<file path="src/hw/rtl/ujse_pkg.sv">
// ----------------------------------------------------------------------------
// ujse_pkg
// shared widths, job descriptor and character helpers for the json escaper
// ----------------------------------------------------------------------------
package ujse_pkg;

    localparam int OFFSET_BITS = 16;
    localparam int CAP_BITS    = OFFSET_BITS + 1;
    localparam int QUEUE_DEPTH = 4;
    localparam int QPTR_W      = $clog2(QUEUE_DEPTH);

    localparam logic [CAP_BITS-1:0] CAP_MAX = CAP_BITS'(1) << OFFSET_BITS;

    localparam logic [7:0] CH_QUOTE  = 8'h22;
    localparam logic [7:0] CH_BSLASH = 8'h5C;
    localparam logic [7:0] CH_LF     = 8'h0A;
    localparam logic [7:0] CH_CR     = 8'h0D;
    localparam logic [7:0] CH_TAB    = 8'h09;
    localparam logic [7:0] CH_N      = 8'h6E;
    localparam logic [7:0] CH_R      = 8'h72;
    localparam logic [7:0] CH_T      = 8'h74;
    localparam logic [7:0] CH_U      = 8'h75;
    localparam logic [7:0] CH_QMARK  = 8'h3F;
    localparam logic [7:0] CH_SPACE  = 8'h20;

    typedef enum logic [2:0] {
        JOB_LIT,
        JOB_ESC2,
        JOB_U16,
        JOB_SURR,
        JOB_OVF
    } t_job_kind;

    typedef struct packed {
        t_job_kind              kind;
        logic [7:0]             ch;
        logic [15:0]            v0;
        logic [15:0]            v1;
        logic [OFFSET_BITS-1:0] pos;
    } t_job;

    function automatic logic [3:0] job_len(input t_job_kind kind);
        logic [3:0] len;
        unique case (kind)
            JOB_LIT:  len = 4'd1;
            JOB_ESC2: len = 4'd2;
            JOB_U16:  len = 4'd6;
            JOB_SURR: len = 4'd12;
            JOB_OVF:  len = 4'd1;
            default:  len = 4'd1;
        endcase
        return len;
    endfunction

    function automatic logic [7:0] hex_char(input logic [3:0] nib);
        logic [7:0] ch;
        if (nib < 4'd10) begin
            ch = 8'h30 + {4'b0, nib};
        end else begin
            ch = 8'h57 + {4'b0, nib};
        end
        return ch;
    endfunction

endpackage

</file>
<file path="src/hw/rtl/ujse_in_if.sv">
// ----------------------------------------------------------------------------
// ujse_in_if
// source byte channel of the json escaper
// ----------------------------------------------------------------------------
interface ujse_in_if;
    import ujse_pkg::*;

    logic                   valid;
    logic                   ready;
    logic [7:0]             data_byte;
    logic                   first_of_string;
    logic                   last_of_string;
    logic [OFFSET_BITS-1:0] start_offset;

    modport source (
        output valid, data_byte, first_of_string, last_of_string, start_offset,
        input  ready
    );
    modport sink (
        input  valid, data_byte, first_of_string, last_of_string, start_offset,
        output ready
    );
endinterface

</file>
<file path="src/hw/rtl/ujse_out_if.sv">
// ----------------------------------------------------------------------------
// ujse_out_if
// escaped character channel of the json escaper
// ----------------------------------------------------------------------------
interface ujse_out_if;
    import ujse_pkg::*;

    logic                   valid;
    logic                   ready;
    logic [7:0]             out_byte;
    logic [OFFSET_BITS-1:0] out_position;
    logic                   overflow;
    logic                   last_of_run;

    modport source (
        output valid, out_byte, out_position, overflow, last_of_run,
        input  ready
    );
    modport sink (
        input  valid, out_byte, out_position, overflow, last_of_run,
        output ready
    );
endinterface

</file>
<file path="src/hw/rtl/ujse_front.sv">
// ----------------------------------------------------------------------------
// ujse_front
// utf-8 decode, escape classification and capacity check, one byte per cycle while the job queue has room
// ----------------------------------------------------------------------------
module ujse_front (
    input  logic                     i_clk,
    input  logic                     i_rst_n,
    ujse_in_if.sink                  i_in,
    input  logic                     i_cfg_wr_en,
    input  logic [ujse_pkg::CAP_BITS-1:0] i_cfg_wr_data,
    input  logic                     i_q_full,
    output logic                     o_push,
    output ujse_pkg::t_job           o_job
);
    import ujse_pkg::*;

    logic [CAP_BITS-1:0] r_cap;
    logic [20:0]         r_cp, n_cp;
    logic [1:0]          r_br, n_br;
    logic [CAP_BITS-1:0] r_wo, n_wo;
    logic                r_failed, n_failed;

    logic [20:0]         cp_e;
    logic [1:0]          br_e;
    logic [CAP_BITS-1:0] wo_e;
    logic                failed_e;
    logic [7:0]          c;
    logic [20:0]         cp_sh;
    logic [20:0]         d;
    logic [CAP_BITS-1:0] cap_c;
    logic [CAP_BITS-1:0] need;
    logic [3:0]          len;
    logic                has;
    logic                accept;

    assign c        = i_in.data_byte;
    assign cp_e     = i_in.first_of_string ? '0 : r_cp;
    assign br_e     = i_in.first_of_string ? '0 : r_br;
    assign wo_e     = i_in.first_of_string ? CAP_BITS'(i_in.start_offset) : r_wo;
    assign failed_e = i_in.first_of_string ? 1'b0 : r_failed;
    assign cp_sh    = {cp_e[14:0], c[5:0]};
    assign d        = cp_sh - 21'h010000;
    assign cap_c    = (r_cap > CAP_MAX) ? CAP_MAX : r_cap;

    assign i_in.ready = !i_q_full;
    assign accept     = i_in.valid && i_in.ready;
    assign o_push     = accept && has;

    always_comb begin
        n_cp       = cp_e;
        n_br       = br_e;
        n_wo       = wo_e;
        n_failed   = failed_e;
        has        = 1'b0;
        len        = 4'd1;
        need       = '0;
        o_job.kind = JOB_LIT;
        o_job.ch   = '0;
        o_job.v0   = '0;
        o_job.v1   = '0;
        o_job.pos  = wo_e[OFFSET_BITS-1:0];
        if (!failed_e) begin
            if (c != 8'h00) begin
                if (br_e != 2'd0) begin
                    if (c[7:6] == 2'b10) begin
                        n_cp = cp_sh;
                        n_br = br_e - 2'd1;
                        if (br_e == 2'd1) begin
                            has = 1'b1;
                            if (cp_sh > 21'h00FFFF) begin
                                o_job.kind = JOB_SURR;
                                o_job.v0   = 16'hD800 + {5'b0, d[20:10]};
                                o_job.v1   = 16'hDC00 | {6'b0, d[9:0]};
                            end else begin
                                o_job.kind = JOB_U16;
                                o_job.v0   = cp_sh[15:0];
                            end
                        end
                    end else begin
                        has      = 1'b1;
                        o_job.ch = CH_QMARK;
                        n_br     = '0;
                        n_cp     = '0;
                    end
                end else begin
                    has = 1'b1;
                    priority if (c == CH_QUOTE || c == CH_BSLASH) begin
                        o_job.kind = JOB_ESC2;
                        o_job.ch   = c;
                    end else if (c == CH_LF) begin
                        o_job.kind = JOB_ESC2;
                        o_job.ch   = CH_N;
                    end else if (c == CH_CR) begin
                        o_job.kind = JOB_ESC2;
                        o_job.ch   = CH_R;
                    end else if (c == CH_TAB) begin
                        o_job.kind = JOB_ESC2;
                        o_job.ch   = CH_T;
                    end else if (c < CH_SPACE) begin
                        o_job.kind = JOB_U16;
                        o_job.v0   = {8'b0, c};
                    end else if (c[7]) begin
                        priority if (c[7:5] == 3'b110) begin
                            has  = 1'b0;
                            n_cp = {16'b0, c[4:0]};
                            n_br = 2'd1;
                        end else if (c[7:4] == 4'b1110) begin
                            has  = 1'b0;
                            n_cp = {17'b0, c[3:0]};
                            n_br = 2'd2;
                        end else if (c[7:3] == 5'b11110) begin
                            has  = 1'b0;
                            n_cp = {18'b0, c[2:0]};
                            n_br = 2'd3;
                        end else begin
                            o_job.ch = CH_QMARK;
                        end
                    end else begin
                        o_job.ch = c;
                    end
                end
            end
            // cut-off sequence at string end
            if (i_in.last_of_string && n_br != 2'd0) begin
                has        = 1'b1;
                o_job.kind = JOB_LIT;
                o_job.ch   = CH_QMARK;
                n_br       = '0;
                n_cp       = '0;
            end
            if (has) begin
                len  = job_len(o_job.kind);
                need = wo_e + CAP_BITS'(len) + CAP_BITS'(1);
                if (need > cap_c) begin
                    o_job.kind = JOB_OVF;
                    n_failed   = 1'b1;
                end else begin
                    n_wo = wo_e + CAP_BITS'(len);
                end
            end
        end
    end

    always_ff @(posedge i_clk) begin
        if (!i_rst_n) begin
            r_cap    <= CAP_MAX;
            r_cp     <= '0;
            r_br     <= '0;
            r_wo     <= '0;
            r_failed <= 1'b0;
        end else begin
            if (i_cfg_wr_en) begin
                r_cap <= i_cfg_wr_data;
            end
            if (accept) begin
                r_cp     <= n_cp;
                r_br     <= n_br;
                r_wo     <= n_wo;
                r_failed <= n_failed;
            end
        end
    end

endmodule

</file>
<file path="src/hw/rtl/ujse_queue.sv">
// ----------------------------------------------------------------------------
// ujse_queue
// small job queue between the classifier and the expander
// ----------------------------------------------------------------------------
module ujse_queue (
    input  logic           i_clk,
    input  logic           i_rst_n,
    input  logic           i_push,
    input  ujse_pkg::t_job i_job,
    input  logic           i_pop,
    output logic           o_full,
    output logic           o_head_valid,
    output ujse_pkg::t_job o_head
);
    import ujse_pkg::*;

    t_job              r_mem [QUEUE_DEPTH];
    logic [QPTR_W-1:0] r_wr;
    logic [QPTR_W-1:0] r_rd;
    logic [QPTR_W:0]   r_cnt;

    assign o_full       = (r_cnt == (QPTR_W+1)'(QUEUE_DEPTH));
    assign o_head_valid = (r_cnt != '0);
    assign o_head       = r_mem[r_rd];

    always_ff @(posedge i_clk) begin
        if (i_push) begin
            r_mem[r_wr] <= i_job;
        end
    end

    always_ff @(posedge i_clk) begin
        if (!i_rst_n) begin
            r_wr  <= '0;
            r_rd  <= '0;
            r_cnt <= '0;
        end else begin
            if (i_push) begin
                r_wr <= r_wr + QPTR_W'(1);
            end
            if (i_pop) begin
                r_rd <= r_rd + QPTR_W'(1);
            end
            unique case ({i_push, i_pop})
                2'b10:   r_cnt <= r_cnt + (QPTR_W+1)'(1);
                2'b01:   r_cnt <= r_cnt - (QPTR_W+1)'(1);
                default: r_cnt <= r_cnt;
            endcase
        end
    end

endmodule

</file>
<file path="src/hw/rtl/ujse_back.sv">
// ----------------------------------------------------------------------------
// ujse_back
// expands queued jobs into escaped characters, one beat per cycle while the output is ready
// ----------------------------------------------------------------------------
module ujse_back (
    input  logic           i_clk,
    input  logic           i_rst_n,
    input  logic           i_head_valid,
    input  ujse_pkg::t_job i_head,
    output logic           o_pop,
    ujse_out_if.source     o_out
);
    import ujse_pkg::*;

    logic [3:0]             r_k;
    logic                   r_valid;
    logic [7:0]             r_byte;
    logic [OFFSET_BITS-1:0] r_pos;
    logic                   r_ovf;
    logic                   r_last;

    logic                   load;
    logic                   at_end;
    logic [3:0]             len;
    logic                   upper;
    logic [3:0]             sub;
    logic [15:0]            v;
    logic [7:0]             n_byte;

    assign len    = job_len(i_head.kind);
    assign load   = i_head_valid && (!r_valid || o_out.ready);
    assign at_end = (r_k == len - 4'd1);
    assign o_pop  = load && at_end;
    assign upper  = (r_k >= 4'd6);
    assign sub    = upper ? (r_k - 4'd6) : r_k;
    assign v      = upper ? i_head.v1 : i_head.v0;

    always_comb begin
        unique case (i_head.kind)
            JOB_LIT:  n_byte = i_head.ch;
            JOB_ESC2: n_byte = (r_k == 4'd0) ? CH_BSLASH : i_head.ch;
            JOB_U16, JOB_SURR: begin
                unique case (sub)
                    4'd0:    n_byte = CH_BSLASH;
                    4'd1:    n_byte = CH_U;
                    4'd2:    n_byte = hex_char(v[15:12]);
                    4'd3:    n_byte = hex_char(v[11:8]);
                    4'd4:    n_byte = hex_char(v[7:4]);
                    default: n_byte = hex_char(v[3:0]);
                endcase
            end
            JOB_OVF:  n_byte = 8'h00;
            default:  n_byte = 8'h00;
        endcase
    end

    always_ff @(posedge i_clk) begin
        if (load) begin
            r_byte <= n_byte;
            r_pos  <= i_head.pos + OFFSET_BITS'(r_k);
            r_ovf  <= (i_head.kind == JOB_OVF);
            r_last <= at_end;
        end
    end

    always_ff @(posedge i_clk) begin
        if (!i_rst_n) begin
            r_k     <= '0;
            r_valid <= 1'b0;
        end else begin
            if (load) begin
                r_k     <= at_end ? 4'd0 : r_k + 4'd1;
                r_valid <= 1'b1;
            end else if (o_out.ready) begin
                r_valid <= 1'b0;
            end
        end
    end

    assign o_out.valid        = r_valid;
    assign o_out.out_byte     = r_byte;
    assign o_out.out_position = r_pos;
    assign o_out.overflow     = r_ovf;
    assign o_out.last_of_run  = r_last;

endmodule

</file>
<file path="src/hw/rtl/utf8_json_string_escaper.sv">
// ----------------------------------------------------------------------------
// utf8_json_string_escaper
// utf-8 bytes in, json-escaped characters with destination offsets out
// ----------------------------------------------------------------------------
//  port        dir  kind          beat carries
//  i_in        in   valid/ready   data_byte, first/last_of_string, start_offset
//  o_out       out  valid/ready   out_byte, out_position, overflow, last_of_run
//  i_cfg_wr_*  in   write enable  buffer_capacity
//
//  one source byte accepted per cycle while the 4-entry job queue has room
//  output beats per byte: 0, 1 (plain, '?' or overflow), 2, 6 or 12; one per cycle while o_out is ready
//  the single output register drains jobs, so long escapes backpressure input
//  an accepted byte's job is written into the queue, then loaded into the output register
//  synchronous reset clears state and sets capacity to 65536
// ----------------------------------------------------------------------------
module utf8_json_string_escaper (
    input  logic                          i_clk,
    input  logic                          i_rst_n,
    ujse_in_if.sink                       i_in,
    ujse_out_if.source                    o_out,
    input  logic                          i_cfg_wr_en,
    input  logic [ujse_pkg::CAP_BITS-1:0] i_cfg_wr_data
);
    import ujse_pkg::*;

    logic q_full;
    logic push;
    logic pop;
    logic head_valid;
    t_job job;
    t_job head;

    ujse_front u_front (
        .i_clk         (i_clk),
        .i_rst_n       (i_rst_n),
        .i_in          (i_in),
        .i_cfg_wr_en   (i_cfg_wr_en),
        .i_cfg_wr_data (i_cfg_wr_data),
        .i_q_full      (q_full),
        .o_push        (push),
        .o_job         (job)
    );

    ujse_queue u_queue (
        .i_clk        (i_clk),
        .i_rst_n      (i_rst_n),
        .i_push       (push),
        .i_job        (job),
        .i_pop        (pop),
        .o_full       (q_full),
        .o_head_valid (head_valid),
        .o_head       (head)
    );

    ujse_back u_back (
        .i_clk        (i_clk),
        .i_rst_n      (i_rst_n),
        .i_head_valid (head_valid),
        .i_head       (head),
        .o_pop        (pop),
        .o_out        (o_out)
    );

endmodule

</file>
<file path="src/flat_wrapper.sv">
// flat-port wrapper written by rule: the top's interface ports become plain ports
module utf8_json_string_escaper_flat import ujse_pkg::*;
  (i_clk, i_rst_n, i_cfg_wr_en, i_cfg_wr_data, i_in_valid, i_in_data_byte, i_in_first_of_string, i_in_last_of_string, i_in_start_offset, i_in_ready, o_out_valid, o_out_out_byte, o_out_out_position, o_out_overflow, o_out_last_of_run, o_out_ready);
  ujse_in_if i_in_i ();
  ujse_out_if o_out_i ();
  input  logic i_clk;
  input  logic i_rst_n;
  input  logic i_cfg_wr_en;
  input  logic [ujse_pkg::CAP_BITS-1:0] i_cfg_wr_data;
  input wire logic [$bits(i_in_i.valid)-1:0] i_in_valid;
  input wire logic [$bits(i_in_i.data_byte)-1:0] i_in_data_byte;
  input wire logic [$bits(i_in_i.first_of_string)-1:0] i_in_first_of_string;
  input wire logic [$bits(i_in_i.last_of_string)-1:0] i_in_last_of_string;
  input wire logic [$bits(i_in_i.start_offset)-1:0] i_in_start_offset;
  output wire logic [$bits(i_in_i.ready)-1:0] i_in_ready;
  output wire logic [$bits(o_out_i.valid)-1:0] o_out_valid;
  output wire logic [$bits(o_out_i.out_byte)-1:0] o_out_out_byte;
  output wire logic [$bits(o_out_i.out_position)-1:0] o_out_out_position;
  output wire logic [$bits(o_out_i.overflow)-1:0] o_out_overflow;
  output wire logic [$bits(o_out_i.last_of_run)-1:0] o_out_last_of_run;
  input wire logic [$bits(o_out_i.ready)-1:0] o_out_ready;
  assign i_in_i.valid = i_in_valid;
  assign i_in_i.data_byte = i_in_data_byte;
  assign i_in_i.first_of_string = i_in_first_of_string;
  assign i_in_i.last_of_string = i_in_last_of_string;
  assign i_in_i.start_offset = i_in_start_offset;
  assign i_in_ready = i_in_i.ready;
  assign o_out_valid = o_out_i.valid;
  assign o_out_out_byte = o_out_i.out_byte;
  assign o_out_out_position = o_out_i.out_position;
  assign o_out_overflow = o_out_i.overflow;
  assign o_out_last_of_run = o_out_i.last_of_run;
  assign o_out_i.ready = o_out_ready;
  utf8_json_string_escaper u_core (.i_clk(i_clk), .i_rst_n(i_rst_n), .i_in(i_in_i), .o_out(o_out_i), .i_cfg_wr_en(i_cfg_wr_en), .i_cfg_wr_data(i_cfg_wr_data));
endmodule
</file>
<file path="config.mk">
export PLATFORM = sky130hd
export DESIGN_NAME = utf8_json_string_escaper_flat
export DESIGN_NICKNAME = d
export VERILOG_FILES = /design/src/hw/rtl/ujse_pkg.sv /design/src/hw/rtl/ujse_in_if.sv /design/src/hw/rtl/ujse_out_if.sv /design/src/hw/rtl/ujse_front.sv /design/src/hw/rtl/ujse_queue.sv /design/src/hw/rtl/ujse_back.sv /design/src/hw/rtl/utf8_json_string_escaper.sv /design/src/flat_wrapper.sv
export SDC_FILE = /design/constraint.sdc
export NUM_CORES = 1
export LEC_CHECK = 0
export BUFFER_PORTS_ARGS = -buffer_cell sky130_fd_sc_hd__buf_2
export CAP_MARGIN = 20
export CORE_MARGIN = 5
export CORE_UTILIZATION = 58
export DETAILED_ROUTE_END_ITERATION = 10
export PLACE_DENSITY = 0.76
export SKIP_LAST_GASP = 1
export SLEW_MARGIN = 20
export SYNTH_ARGS = -nofsm -noshare
export SYNTH_HDL_FRONTEND = slang
export SYNTH_SLANG_ARGS = --single-unit
</file>
<file path="constraint.sdc">
create_clock -name i_clk -period 13 [get_ports i_clk]
set_input_delay 3.9 -clock i_clk [delete_from_list [all_inputs] [get_ports i_clk]]
set_output_delay 3.9 -clock i_clk [all_outputs]
set_load 0.005 [all_outputs]
</file>
# --- Word-level counts from Yosys, hierarchy flattened ---
# Memories as Yosys holds them, arrays and structs flattened. A register that Yosys moved wholly into a read port is not among the register bits.
# Index checks and enable logic that the tools add are counted.
word_totals:
  mem_bits_rw: 236
  latch_bits: 0
  reg_bits: 96
  word_cells: 197
  out_inout_bits: 28
  rom_bits: 0
  in_bits: 48
  n_memories: 1
mem_list:
  columns: ["memory", "words", "width", "rd", "rd_clocked_by_memory_dff", "write_ports", "line", "source"]
  rows:
  - ["u_core.u_queue.r_mem", 4, 59, 1, 1, 1, "ujse_queue.sv:17", "t_job r_mem [QUEUE_DEPTH];"]
classes:
  shift: 0
  mul: 0
  bitwise: 0
  mux: 108
  n_div: 0
  n_lt_le_gt_ge: 9
  n_reduce_logical: 19
  add_sub_neg: 21
  eq_ne: 25
ops:
  columns: ["cell", "n"]
  rows:
  - ["$mux W21", 15]
  - ["$mux W8", 11]
  - ["$mux W43", 2]
  - ["$mux W17", 5]
  - ["$mux W16", 4]
  - ["$mux W32", 2]
  - ["$pmux W8 S5", 1]
  - ["$mux W2", 19]
  - ["$mux W11", 3]
  - ["$add A7 B4 Y8 const A", 4]
  - ["$mux W10", 3]
  - ["$add A6 B4 Y7 const A", 4]
  - ["$mux W27", 1]
  - ["$mux W1", 25]
  - ["$eq A8 B4 Y1 const B", 3]
  - ["$mux W6", 4]
  - ["$pmux W4 S3", 2]
  - ["$pmux W8 S3", 1]
  - ["$gt A21 B16 Y1 const B", 1]
  - ["$sub A21 B17 Y21 const B", 1]
  - ["$add A17 B1 Y17 const B", 1]
  - ["$add A17 B4 Y17", 1]
  - ["$gt A17 B17 Y1", 1]
  - ["$gt A17 B17 Y1 const B", 1]
  - ["38 further kinds", 67]

# --- Logic depth before layout (Yosys ltp) ---
# Gate-level depths: netlist of the first run.
logic_depth:
  word_depth: 27
  depth_mapped: 34

# --- Modules after synthesis ---
# Synthesis of the first run repeated with hierarchy kept, for this count alone.
unflattened:
  cells_unflattened: 1346
  area_unflattened_um2: 16692.3
modules_own_cells:
  columns: ["module", "n_inst", "seq_area_each_um2", "area_each_um2", "cells_per_inst"]
  rows:
  - ["ujse_queue", 1, 7267.0, 8969.9, 351]
  - ["ujse_front", 1, 1041.0, 5102.4, 699]
  - ["ujse_back", 1, 880.8, 2620.0, 296]

# --- Worst setup path before layout of the first run ---
# No wires, ideal clock.
synth_path:
  kind: "in2reg"
  start: "input port i_in_first_of_string"
  end: "register u_core.u_front.r_wo[10]"
  path_stages: 33
  t_arrival_ps: 10448
  setup_time_ps: 142
  n_path_buf: 7
  slack_ps: 2410
  path_cell_list: "buf_4 -> buf_2 -> buf_2 -> inv_1 -> clkbuf_1 -> clkbuf_1 -> nand2_1 -> ha_1 -> o22ai_1 -> clkbuf_1 -> nand2_1 -> a21oi_1 -> inv_1 -> ha_1 -> or2_2 -> ha_1 -> o21a_1 -> a21oi_1 -> nor2_1 -> xnor2_1 -> nand3b_1 -> nor3_1 -> nand4_1 -> xnor2_1 -> ha_1 -> a21oi_1 -> o21ai_0 -> nor3_1 -> o22a_4 -> nand2_8 -> buf_12 -> o2111ai_1 -> o311ai_0"
synth_between:
  elab_chain_cells: 27
  word_cells_on_any_way: 48
synth_lines:
  columns: ["item", "line", "source"]
  rows:
  - ["start, declared", "flat_wrapper.sv:12", "input wire logic [$bits(i_in_i.first_of_string)-1:0] i_in_first_of_string;"]
  - ["$mux W2", "ujse_front.sv:38", "assign br_e = i_in.first_of_string ? '0 : r_br;"]
  - ["$mux W2", "ujse_front.sv:111", "end else if (c[7:3] == 5'b11110) begin"]
  - ["$mux W2", "ujse_front.sv:107", "end else if (c[7:4] == 4'b1110) begin"]
  - ["$mux W2", "ujse_front.sv:103", "priority if (c[7:5] == 3'b110) begin"]
  - ["$mux W2", "ujse_front.sv:102", "end else if (c[7]) begin"]
  - ["$mux W2", "ujse_front.sv:99", "end else if (c < CH_SPACE) begin"]
  - ["$mux W2", "ujse_front.sv:96", "end else if (c == CH_TAB) begin"]
  - ["$mux W2", "ujse_front.sv:93", "end else if (c == CH_CR) begin"]
  - ["[... 11 more ...]", null, null]
  - ["$mux W4", "ujse_front.sv:131", "if (has) begin"]
  - ["$mux W4", "ujse_front.sv:62", "if (!failed_e) begin"]
  - ["$add A17 B4 Y17", "ujse_front.sv:133, ujse_front.sv:138", null]
  - ["$add A17 B1 Y17", "ujse_front.sv:133", "need = wo_e + CAP_BITS'(len) + CAP_BITS'(1);"]
  - ["$gt A17 B17 Y1", "ujse_front.sv:134", "if (need > cap_c) begin"]
  - ["$mux W17", "ujse_front.sv:134", null]
  - ["$mux W17", "ujse_front.sv:131", null]
  - ["$mux W17 (*)", "ujse_front.sv:62", null]
  - ["end signal, assigned", "ujse_front.sv:158", "r_wo <= n_wo;"]
  - ["end, declared", "ujse_front.sv:20", "logic [CAP_BITS-1:0] r_wo, n_wo;"]
# Every way passes the cells marked *; elsewhere a longest branch is shown, timed or not. The select of a mux whose other input is x is not followed.
# A chain may end at the register's enable or synchronous reset.

# --- Final worst setup path of the first run ---
layout_path:
  start: "input port i_in_first_of_string"
  end: "register u_core.u_front.r_wo[15]"
# Same word-level chain as after synthesis.

==> flow_summary_export.csv, run 1 <==
group,metric,value,unit
run_status,status,"completed",
place,place_ws,1.62,ns
cts,postCtsHoldBufs,0,
cells_and_area,fin_nets,1426,
cts,cts_resized,0,
cts,htree_num_levels,1,
place,gp_congestion,0.975,
timing,fin_crit,10.92,ns
timing,clock.fmax,91.6,MHz
timing,worst_slack,2.08,ns
critical_path,required,13.49,ns
timing,finalMaxSlewViolations,0,
timing,worst_pin_slew,0.941,ns
cts,clkTransAtPathRegs,0.07,ns
pwr,internal-power,2.08,mW
timing,fin_crit_sh,0.840,
timing,holdWs,0.470,ns
timing,report.final.hold_viol_count,0,
routing,ant_nets,0,
cells_and_area,final_common_cell,"edfxtp_1",
cells_and_area,antenna_cells,0,
logic_synthesis,yosys_register_bits,308,
timing,maxSlewHeadroom,0.371,
global_route,grt_start_max_net_pins,55,
floorplanning,core,26700,sq um
pwr,leakagePower,6.11,nW
floorplanning,start_util,0.584,
pwr,cellPowerDensity,172,nW/um^2
routing,via_count,10900,
cells_and_area,drive_gt1_frac,0.172,
critical_path,worst-setup-path-type,"in -> reg",
logic_synthesis,syn_inst,1277,
routing,drt_wl_total,37000,um
routing,drc_errors,0,
floorplanning,io_pins,76,
timing,finClkSkew,0.0280,ns
logic_synthesis,synth_edf_count,242,
logic_synthesis,synth_cell_type_count,89,
cts,numCtsBuffers,31,
floorplanning,core.rowCount,60,
min_path,hold_class,"reg -> reg",
routing,drtPass1Iterations,5,
timing,rsz0062_at_grt,"no",
global_route,grt_pass1_vias,10600,
cts,insertion_delay,0.58,ns
global_route,track_usage,0.242,
pwr,clkPwrFrac,0.310,
floorplanning,die_h,174,um
logic_synthesis,dominantRegCellSynth,"edfxtp_1",
routing,viasPerCell,6.42,
critical_path,crit_buf_inv,3,
logic_synthesis,async_flop_share,0,
pwr,p_seq_frac,0.433,
place,io_buffers,75,
cts,clock-sinks,308,
cts,cts_buffer_depth,3,
floorplanning,die_w,174,um
cts,root_buffer,"clkbuf_16",
global_route,antenna_found_initial,0,
pwr,swShare,0.298,
cells_and_area,final_cell_mix,"242 x edfxtp_1, 110 x nand2_1, 102 x nor2_1, 75 x buf_2",
run,drv_cap,0,
critical_path,arrival,11.40,ns
pwr,peakVddDrop,0.126,mV
global_route,grt_pass1_wl,58900,um
logic_synthesis,syn-cell-area,15600,sq um
routing,drt_iter0_drc,1245,
critical_path,cp_top_family,"simple AND/OR/NAND/NOR gates",
place,dp_hpwl,24500,um
critical_path,crit_path_top_delay_cell,"ha_1",
timing,final-setup-viol-count,0,
cells_and_area,layoutNonFillerInstCount,1694,
critical_path,cp_max_fo,21,
pwr,finalPower,2.96,mW
cells_and_area,synthToLayoutAreaGrowth,10.6,%
critical_path,crit_top_cell,"ha_1",
critical_path,cp-start-kind,"input pin",
logic_synthesis,ys_warn_count,0,
global_route,grt_overflow,0,
pwr,p_switching,0.884,mW
logic_synthesis,yosysSeqAreaShare,0.550,
cts,cts_tree,"built",
timing,finalSetupTns,0,ns
pwr,combPwrFrac,0.257,
floorplanning,dieArea,30300,sq um
critical_path,max_stage_delay,0.62,ns
place,dp_cells,1636,
cts,post_cts_buffers,0,
routing,wl_per_cell,21.8,um
logic_synthesis,syn_area_per_cell,12.2,sq um
critical_path,endpoint_kind,"flip-flop",
-- metrics by stage --
step | utilization | instance area, sq um
floorplan | - | 15600
global placement | 0.605 | 16200
detailed placement | 0.605 | 16200
CTS | 0.644 | 17200
global route | 0.646 | 17300
finish | 0.646 | 17300
-- routing by layer --
metal	wire length (um)	track usage
met5	0	0
met4	973	0.0624
met3	2950	0.0376
met2	17100	0.383
met1	15900	0.356
-- worst reg2reg max path: cells and delay by family, from the launching register on --
kind	cells	cell delay (ns)
flip-flops	1	0.32
buffers and inverters	2	0.21
multiplexers	2	0.49
AO/OA/AOI/OAI	9	2.18
adder cells (fa/ha/maj)	4	1.49
AND/OR/NAND/NOR	11	2.49
XOR/XNOR	2	0.47
-- power by group through the flow --
stage | clock [mW] | combinational (mW) | sequential (mW)
global placement | 0 | 0.720 | 1.30
detailed placement | 0 | 0.739 | 1.30
floorplan | 0 | 0.542 | 1.28
CTS | 0.929 | 0.746 | 1.29
finish | 0.919 | 0.760 | 1.28
global route | 0.973 | 0.841 | 1.30
-- sequential cells by signal (all words and copies together), names as in the netlist, 2 cells and up, named ones only --
register	flops
u_core.u_back.o_out.out_byte	8
u_core.u_back.o_out.out_position	16
u_core.u_back.r_k	4
u_core.u_front.r_br	2
u_core.u_front.r_cap	17
u_core.u_front.r_cp	15
u_core.u_front.r_wo	17
u_core.u_queue.r_cnt	3
u_core.u_queue.r_mem	216
u_core.u_queue.r_rd	2
u_core.u_queue.r_wr	2
-- kinds of logic (layout without fill, tap and decap cells) --
group,after synthesis,in the layout,share of synthesized area
flip-flops,308,308,0.550
adder cells (fa/ha/maj),49,49,0.0407
AND/OR/NAND/NOR,409,409,0.130
multiplexers,102,102,0.110
other,1,4,0.000240
XOR/XNOR,58,58,0.0326
buffers and inverters,113,186,0.0316
AO/OA/AOI/OAI,237,237,0.104
-- final timing paths --
kind / startpoint / to / slack, ns / depth (start not counted)
min: u_core.u_front.r_wo[14] / u_core.u_front.r_wo[14] / 0.47 / 2
max reg2reg: u_core.u_front.r_br[0] / u_core.u_front.r_wo[15] / 5.25 / 30
max: i_in_first_of_string / u_core.u_front.r_wo[15] / 2.08 / 31
min reg2reg: u_core.u_front.r_wo[14] / u_core.u_front.r_wo[14] / 0.47 / 2
-- cell type report --
| cell class | instances | area [sq um] |
|---|---|---|
| Tap cell | 341 | 427 |
| Sequential cell | 308 | 8590 |
| Inverter | 47 | 176 |
| Timing Repair Buffer | 82 | 448 |
| Multi-Input combinational cell | 859 | 6570 |
| Clock buffer | 38 | 802 |
| Fill cell | 1931 | 9470 |
| Clock inverter | 19 | 240 |
-- Yosys cell counts, types with 6 or more instances --
master,n,share of area
and3_1,22,0.0088
xor2_1,23,0.013
buf_2,15,0.0048
mux2_2,14,0.010
edfxtp_1,242,0.47
a21oi_1,65,0.021
or2_2,9,0.0036
nand2_1,110,0.026
nand3_1,44,0.014
ha_1,46,0.037
nand2b_1,8,0.0032
nor2_1,102,0.025
o22ai_1,16,0.0064
a31oi_1,6,0.0024
nand4_1,15,0.0060
a211oi_1,10,0.0048
nor2b_1,13,0.0052
clkbuf_1,36,0.0087
nor3_1,28,0.0090
o21ai_0,42,0.013
inv_1,43,0.010
mux4_2,54,0.078
o211ai_1,8,0.0038
a22o_1,6,0.0034
o2111ai_1,10,0.0056
buf_1,7,0.0017
mux2i_1,32,0.021
dfxtp_1,66,0.085
xnor2_1,35,0.020
and2_1,12,0.0048
o311ai_0,7,0.0039
nor4_1,7,0.0028
(Power assumes the default switching activity.)
==> run 2: changes to the inputs <==
- clock period: 13 -> 11.4 ns (I/O delays scaled with it)
==> flow_summary_export.csv, run 2 (synthesis gave the netlist of run 1 again) <==
group,metric,value,unit
routing,viasPerCell,6.41,
pwr,p_switching,1.03,mW
pwr,internal-power,2.45,mW
routing,drt_iter0_drc,1108,
critical_path,crit_path_top_delay_cell,"ha_1",
global_route,track_usage,0.239,
cts,clkTransAtPathRegs,0.07,ns
cts,clock-sinks,308,
routing,drtPass1Iterations,5,
routing,via_count,10900,
floorplanning,core.rowCount,60,
run_status,status,"completed",
cts,cts_resized,0,
cells_and_area,fin_nets,1431,
global_route,grt_pass1_wl,57800,um
pwr,swShare,0.296,
global_route,grt_overflow,0,
pwr,combPwrFrac,0.247,
critical_path,worst-setup-path-type,"in -> reg",
cts,numCtsBuffers,34,
timing,holdWs,0.455,ns
routing,ant_nets,0,
run,drv_cap,0,
pwr,leakagePower,6.20,nW
critical_path,max_stage_delay,0.46,ns
global_route,grt_start_max_net_pins,55,
pwr,cellPowerDensity,200,nW/um^2
timing,finalSetupTns,0,ns
floorplanning,dieArea,30300,sq um
cells_and_area,fillerInstances,1971,
cts,post_cts_buffers,0,
floorplanning,core,26700,sq um
floorplanning,die_w,174,um
global_route,grt_pass1_vias,10700,
place,dp_cells,1638,
cells_and_area,seq_area,8590,sq um
cts,insertion_delay,0.53,ns
cells_and_area,top_regs,"u_core.u_queue.r_mem (216), u_core.u_front.r_cap (17), u_core.u_front.r_wo (17)",
cts,root_buffer,"clkbuf_16",
timing,fin_crit_sh,0.919,
cells_and_area,largest-register,"u_core.u_queue.r_mem",
floorplanning,die_h,174,um
critical_path,cp-start-kind,"input pin",
cts,cts_tree,"built",
timing,final-setup-viol-count,0,
routing,drt_wl_total,36600,um
timing,maxSlewHeadroom,0.404,
cells_and_area,synthToLayoutAreaGrowth,11.5,%
cells_and_area,drive_gt1_frac,0.181,
cts,cts_buffer_depth,3,
global_route,antenna_found_initial,0,
pwr,clkPwrFrac,0.331,
cells_and_area,final_common_cell,"edfxtp_1",
cts,htree_num_levels,2,
floorplanning,io_pins,76,
critical_path,arrival,10.86,ns
timing,finClkSkew,0.0262,ns
floorplanning,start_util,0.584,
timing,report.final.hold_viol_count,0,
place,dp_hpwl,23900,um
routing,drc_errors,0,
min_path,hold_class,"reg -> reg",
timing,rsz0062_at_grt,"no",
timing,finalMaxSlewViolations,0,
pwr,p_seq_frac,0.422,
place,gp_congestion,0.966,
cells_and_area,largest_register_ffs,216,
critical_path,cp_max_fo,21,
cells_and_area,final_cell_mix,"242 x edfxtp_1, 110 x nand2_1, 102 x nor2_1, 75 x buf_2",
critical_path,endpoint_kind,"flip-flop",
cells_and_area,multiInputGateArea,6570,sq um
pwr,peakVddDrop,0.185,mV
critical_path,crit_top_cell,"ha_1",
critical_path,required,11.78,ns
cells_and_area,antenna_cells,0,
cells_and_area,layoutNonFillerInstCount,1701,
timing,fin_crit,10.47,ns
timing,clock.fmax,95.5,MHz
routing,wl_per_cell,21.5,um
place,io_buffers,75,
cts,postCtsHoldBufs,0,
timing,worst_pin_slew,0.893,ns
==> run 2: through the flow <==
step | worst slack [ns] | power, mW | area, sq um | utilization
CTS | 1.05 | 3.48 | 17400 | 0.650
global route | 0.254 | 3.64 | 17400 | 0.651
finish | 0.929 | 3.48 | 17400 | 0.651
detailed placement | 0.628 | 2.32 | 16200 | 0.606
floorplan | 1.29 | 2.08 | 15600 | -
global placement | 0.932 | 2.30 | 16200 | 0.606
==> run 2: routing by layer <==
metal	GRT usage	vias up	part of all wire
met1	0.344	5363	0.43
li1	-	4969	-
met5	0	-	0
met2	0.380	501	0.46
met3	0.0405	76	0.085
met4	0.0663	0	0.023
==> run 2: final cells by class <==
type / instances / share of cell area
clock buffers: 34 / 0.0489
clock inverters: 28 / 0.0190
inverters: 47 / 0.0101
multi-input cells: 859 / 0.377
flip-flops and latches: 308 / 0.494
well taps: 341 / 0.0245
repair buffers: 84 / 0.0266
==> run 2: worst paths after layout <==
check | endpoint | from | cells past startpoint | slack, ns
min reg2reg | u_core.u_front.r_wo[14] | u_core.u_front.r_wo[14] | 2 | 0.45
max reg2reg | u_core.u_front.r_wo[5] | u_core.u_front.r_br[0] | 29 | 3.59
min | u_core.u_front.r_wo[14] | u_core.u_front.r_wo[14] | 2 | 0.45
max | u_core.u_front.r_wo[5] | i_in_first_of_string | 29 | 0.93
==> run 2: critical path, delay by kind of cell <==
kind            cells  cell delay (ns)
compound gates      9             2.40
xor+xnor            2             0.46
fa+ha+maj           4             1.33
buf+inv             3             0.36
mux                 2             0.56
simple gates        9             2.30
==> run 2: power groups by stage <==
stage	Combinational [mW]	Sequential [mW]	Clock [mW]
global placement	0.813	1.48	0
global route	0.941	1.48	1.22
finish	0.859	1.47	1.15
CTS	0.841	1.47	1.17
floorplan	0.618	1.46	0
detailed placement	0.831	1.49	0
